==> src/rtl/core/kaf_pkg.sv <==
// Package for the Kalman angle filter: types, constants and register indexes.
package kaf_pkg;
   localparam int unsigned REG_WIDTH = 31;
   localparam int unsigned CSR_ADDR_WIDTH = 2;
   localparam logic [30:0] ANGLE_NOISE_RESET = 31'd10737418;
   localparam logic [30:0] BIAS_NOISE_RESET = 31'd1073742;
   localparam logic [30:0] MEASURE_NOISE_RESET = 31'd37580964;
   localparam logic [30:0] TIME_STEP_RESET = 31'd30064771;
   localparam logic signed [31:0] Q30_ONE = 32'sd1073741824;

   localparam logic [1:0] CSR_ANGLE_NOISE = 2'd0;
   localparam logic [1:0] CSR_BIAS_NOISE = 2'd1;
   localparam logic [1:0] CSR_MEASURE_NOISE = 2'd2;
   localparam logic [1:0] CSR_TIME_STEP = 2'd3;

   typedef struct packed {
      logic signed [24:0] accel_angle;
      logic signed [27:0] gyro_rate;
   } req_type;

   typedef struct packed {
      logic signed [31:0] angle_estimate;
      logic signed [31:0] corrected_rate;
   } rsp_type;

   function automatic logic signed [31:0] sat32(input logic signed [65:0] v);
      logic signed [31:0] r;
      if (v > 66'sd2147483647) r = 32'sh7fffffff;
      else if (v < -66'sd2147483648) r = 32'sh80000000;
      else r = v[31:0];
      return r;
   endfunction
endpackage

==> src/rtl/core/kaf_divider.sv <==
// Restoring divider giving (num << 30) / den truncated toward zero, saturated, one bit a cycle.
module kaf_divider (
   input  logic                clock,
   input  logic                reset,
   input  logic                start,
   input  logic signed [31:0]  num,
   input  logic [32:0]         den,
   output logic                done,
   output logic signed [31:0]  quot
);
   localparam int unsigned NB = 62;
   logic [61:0] dvd_ff, dvd_in;
   logic [32:0] rem_ff, rem_in;
   logic [61:0] q_ff, q_in;
   logic [32:0] den_ff, den_in;
   logic        neg_ff, neg_in;
   logic [5:0]  cnt_ff, cnt_in;
   logic        busy_ff, busy_in;
   logic        done_ff, done_in;
   logic [33:0] trial;
   logic [31:0] mag;
   logic [63:0] qs;

   always_comb begin
      dvd_in = dvd_ff; rem_in = rem_ff; q_in = q_ff; den_in = den_ff;
      neg_in = neg_ff; cnt_in = cnt_ff; busy_in = busy_ff; done_in = 1'b0;
      mag = num[31] ? 32'(-num) : 32'(num);
      trial = {rem_ff, dvd_ff[61]} - {1'b0, den_ff};
      if (start) begin
         dvd_in = {mag, 30'd0};
         rem_in = '0; q_in = '0; den_in = den; neg_in = num[31];
         cnt_in = 6'(NB); busy_in = 1'b1;
      end else if (busy_ff) begin
         dvd_in = {dvd_ff[60:0], 1'b0};
         if (!trial[33]) begin
            rem_in = trial[32:0]; q_in = {q_ff[60:0], 1'b1};
         end else begin
            rem_in = {rem_ff[31:0], dvd_ff[61]}; q_in = {q_ff[60:0], 1'b0};
         end
         cnt_in = cnt_ff - 6'd1;
         if (cnt_ff == 6'd1) begin
            busy_in = 1'b0; done_in = 1'b1;
         end
      end
   end

   always_ff @(posedge clock) begin
      if (reset) begin
         busy_ff <= 1'b0; done_ff <= 1'b0; cnt_ff <= '0;
      end else begin
         busy_ff <= busy_in; done_ff <= done_in; cnt_ff <= cnt_in;
      end
      dvd_ff <= dvd_in; rem_ff <= rem_in; q_ff <= q_in;
      den_ff <= den_in; neg_ff <= neg_in;
   end

   // truncate toward zero: negate the magnitude quotient
   always_comb begin
      qs = neg_ff ? -{2'b00, q_ff} : {2'b00, q_ff};
      quot = kaf_pkg::sat32(66'(signed'(qs)));
   end
   assign done = done_ff;
endmodule

==> config.mk <==
export PLATFORM = sky130hd
export DESIGN_NAME = kaf_divider
export DESIGN_NICKNAME = d
export VERILOG_FILES = /design/src/rtl/core/kaf_pkg.sv /design/src/rtl/core/kaf_divider.sv
export SDC_FILE = /design/constraint.sdc
export NUM_CORES = 1
export LEC_CHECK = 0
export ABC_AREA = 1
export BUFFER_PORTS_ARGS = -buffer_cell sky130_fd_sc_hd__buf_2
export CORE_ASPECT_RATIO = 1.25
export CORE_MARGIN = 4
export CORE_UTILIZATION = 45
export DETAILED_ROUTE_END_ITERATION = 12
export HOLD_SLACK_MARGIN = 0.1
export PLACE_DENSITY = 0.64
export RECOVER_POWER = 50
export SLEW_MARGIN = 20
export SYNTH_ARGS = -nofsm -noshare
export SYNTH_HDL_FRONTEND = slang
export SYNTH_SLANG_ARGS = --single-unit
==> constraint.sdc <==
create_clock -name clock -period 7.2 [get_ports clock]
set_clock_uncertainty 0.1 [all_clocks]
set_input_delay 1.44 -clock clock [delete_from_list [all_inputs] [get_ports clock]]
set_output_delay 1.44 -clock clock [all_outputs]
set_load 0.01 [all_outputs]
==> impl_metrics.py <==
metrics = {
    "drt": {
        "ant_nets": 0,
        "dr.pass1.iters": 5,
        "drc": 0,
        "wire_per_inst_um": 15.4,
        "drtIter0Drc": 665,
        "via_count": 10807,
        "viasPerCell": 5.20,
        "wl_um": 32000,
    },
    "job": {
        "max-cap-violations": 3,
    },
    "floorplanning": {
        "dieArea_um2": 28000,
        "rows": 64,
        "die_y_um": 186,
        "die_x_um": 150,
        "core_area_um2": 24700,
        "start_util_pct": 46.1,
        "io_pins": 101,
    },
    "synthesis": {
        "synth_top_family_by_area": "simple AND/OR/NAND/NOR gates",
        "ys_warn_count": 0,
        "ys_ff_latch": 169,
        "synth-simple-area-share_pct": 31.7,
        "synthTopCellsByArea": "dfxtp_1 18%, edfxtp_1 17%, nand2_1 16%",
        "synthAdderAreaFrac_pct": 4.23,
        "yosys-mux-area-fraction_pct": 0,
        "async_reset_ff_share_pct": 0,
        "avgSynthCellArea_um2": 6.89,
        "yosys.area.top_type": "dfxtp_1",
        "synth_edf_count": 66,
        "yosys_most_used_dff": "dfxtp_1",
        "synth_xor_area_share_pct": 6.37,
        "synth_cell_types": 48,
        "syn_nets": 1764,
        "syn_inst": 1658,
        "synth_top_area_share_pct": 18.1,
        "synth-seq-area-share_pct": 35.4,
        "synth_compound_area_share_pct": 13.5,
        "synth_area_um2": 11400,
    },
    "global_route": {
        "grtUsageMet1_pct": 26.4,
        "antenna_found_initial": 0,
        "grt_pass1_vias": 10629,
        "grt_pass1_wl_um": 51900,
        "grt_max_degree": 73,
        "top_usage_layer": "met2",
        "grt_overflow_total": 0,
        "met2_usage_pct": 43.0,
        "met3_usage_pct": 3.07,
        "track_usage_pct": 23.2,
    },
    "cts": {
        "clock-sinks": 169,
        "cts_buffers": 17,
        "insertion_delay_ns": 0.43,
        "cts_resized": 0,
        "h-tree-depth": 4,
        "path_clk_slew_ns": 0.07,
        "root_buffer": "clkbuf_16",
        "cts_tree": "yes",
        "cts_setup_buffers": 0,
        "cts_buffer_depth": 2,
        "hold_buffers": 0,
    },
    "worst_setup_path": {
        "cp-end-kind": "flop",
        "cp_data_required_time_ns": 7.42,
        "crit_type": "input port to flop",
        "cp_max_fo": 59,
        "cp-start-kind": "input port",
        "r2r_setup_slack_ns": 3.32,
        "ff2ff_path_depth": 5,
        "r2r-end": "q_ff[21]",
        "critical_path_arrival_ns": 5.98,
        "r2r_start": "busy_ff",
    },
    "power": {
        "powerDensity_nw_per_um2": 175,
        "switching_share_pct": 26.4,
        "clockPowerShare_pct": 40.0,
        "power_leakage_nw": 6.17,
        "combinationalPowerShare_pct": 12.2,
        "p_int_w": 0.00163,
        "switchingPower_w": 0.000584,
        "power_frac_seq_pct": 47.9,
        "peakVddDrop_v": 0.000191,
    },
    "sta": {
        "finalSetupTns_ns": 0,
        "setup_violations": 0,
        "fin_crit_ns": 5.76,
        "fmax_ghz": 0.174,
        "holdWs_ns": 0.378,
        "finalHoldViolCount": 0,
        "rsz0062_at_grt": "no",
        "fin_crit_sh_pct": 80.0,
        "relSlewSlack_pct": -68.9,
        "slew_violations": 131,
        "tightest_slew_ns": 2.53,
    },
    "hold_path": {
        "worstHoldStart": "rem_ff[15]",
        "min_path_cells": 2,
        "hold_path_class": "flop to flop",
        "hold_end": "rem_ff[15]",
    },
    "final_layout": {
        "fin_nets": 1840,
        "fill_cells": 2443,
        "antenna_cells": 0,
        "area_growth_pct": 10.9,
        "regArea_um2": 4040,
        "drive_above_1_share_pct": 10.5,
        "multiInputGateArea_um2": 6370,
    },
    "status": {
        "outcome": "finished with violations",
        "violations": "capacitance limit, slew limit",
    },
    "place": {
        "io_buffers": 100,
        "gp_congestion": 0.980,
        "hpwl_um": 24600,
    },
}
-- worst max-delay path, cell delays in order --
cell and delay, ns:
buf_2 0.09, clkbuf_1 0.93, nor2_2 0.31, buf_4 0.37
clkinvlp_2 1.61, buf_4 0.91, o22ai_1 0.26
-- layout make-up --
cell class / instances / share of cell area, %
Clock inverter: 9 / 0.751
Sequential cell: 169 / 31.9
Timing Repair Buffer: 108 / 4.30
Inverter: 195 / 5.79
Tap cell: 330 / 3.26
Clock buffer: 23 / 3.62
Multi-Input combinational cell: 1243 / 50.3
-- worst max-delay path by stage --
stage               startpoint       end  slack, ns  depth (start not counted)
floorplan              q_ff[0]   quot[1]       3.63                         17
global placement        neg_ff   quot[0]       2.77                         18
detailed placement      neg_ff   quot[4]       2.67                         18
CTS                     neg_ff   quot[4]       2.20                         18
global route             start  q_ff[26]       0.96                          7
finish                   start  q_ff[21]       1.44                          7
-- power groups by stage --
stage | clock (W) | sequential, W | combinational, W
after global placement | 0 | 0.00108 | 0.000267
final | 0.000883 | 0.00106 | 0.000270
after floorplan | 0 | 0.00107 | 0.000186
after global routing | 0.000939 | 0.00106 | 0.000306
after CTS | 0.000900 | 0.00106 | 0.000273
after detailed placement | 0 | 0.00108 | 0.000271
-- cell usage in the layout (no fill, tap or decap), types with 15 or more instances in the layout --
cell type and count:
nand2_1 476, a21oi_1 52, nor3_1 21, dfxtp_1 103, clkbuf_16 17, buf_2 98, inv_1 187, nor2_1 199
nor2_2 15, ha_1 37, nand3_1 86, xnor2_1 21, nand4_1 18, o22ai_1 65, o21ai_0 91, xor2_1 62
edfxtp_1 66
-- flip-flops by register name (all words and copies together), names as in the netlist --
name,cells
neg_ff,1
q_ff,62
busy_ff,1
cnt_ff,6
den_ff,33
dvd_ff,32
rem_ff,33
done,1
-- layer usage --
layer	share of wire, %	wire length [µm]
met5	0	0
met4	3.8	1230
met2	52	16500
met1	41	13300
met3	3.1	997
-- per-stage QoR --
step           cell area [µm²]  std cells  total power [W]  util (%)  setup slack [ns]
3_3_place_gp             12100       2045          0.00134      49.0              2.77
4_1_cts                  12700       2077          0.00223      51.2              2.20
3_5_place_dp             12100       2045          0.00135      49.0              2.67
2_1_floorplan            11400       1658          0.00126         -              3.63
6_report                 12700       2077          0.00221      51.2              1.44
5_1_grt                  12700       2077          0.00231      51.2             0.961
-- synthesized netlist by cell type, types with 2 or more instances --
master,count
nor3_1,21
o21a_1,3
a21boi_0,4
nand4_1,18
a22o_1,10
o21bai_1,4
nand2_1,476
nand2_4,4
a31oi_1,10
xor2_1,62
nand2_2,8
inv_2,7
buf_2,6
o22ai_1,65
clkbuf_1,32
o211ai_1,6
xnor2_1,21
nor2_2,13
buf_4,2
or2_2,9
nand3_2,5
nand3b_1,5
ha_1,37
buf_8,6
nand3_1,86
edfxtp_1,66
a21oi_1,52
o21ai_0,90
dfxtp_1,103
a21o_1,5
nor2_4,5
inv_1,187
o31ai_1,6
o21ai_1,2
nor4_1,5
buf_1,5
nor2_1,201
-- cells by family (layout without fill, tap and decap cells) --
family / Yosys count / after routing
xor gates and xnor gates: 83 / 83
and+or+nand+nor: 859 / 859
adders and majority gates: 38 / 38
DFF: 169 / 169
AOI/OAI and AO/OA: 263 / 263
buffers and inverters: 246 / 335
No activity file was read; power rests on OpenSTA's default activity.
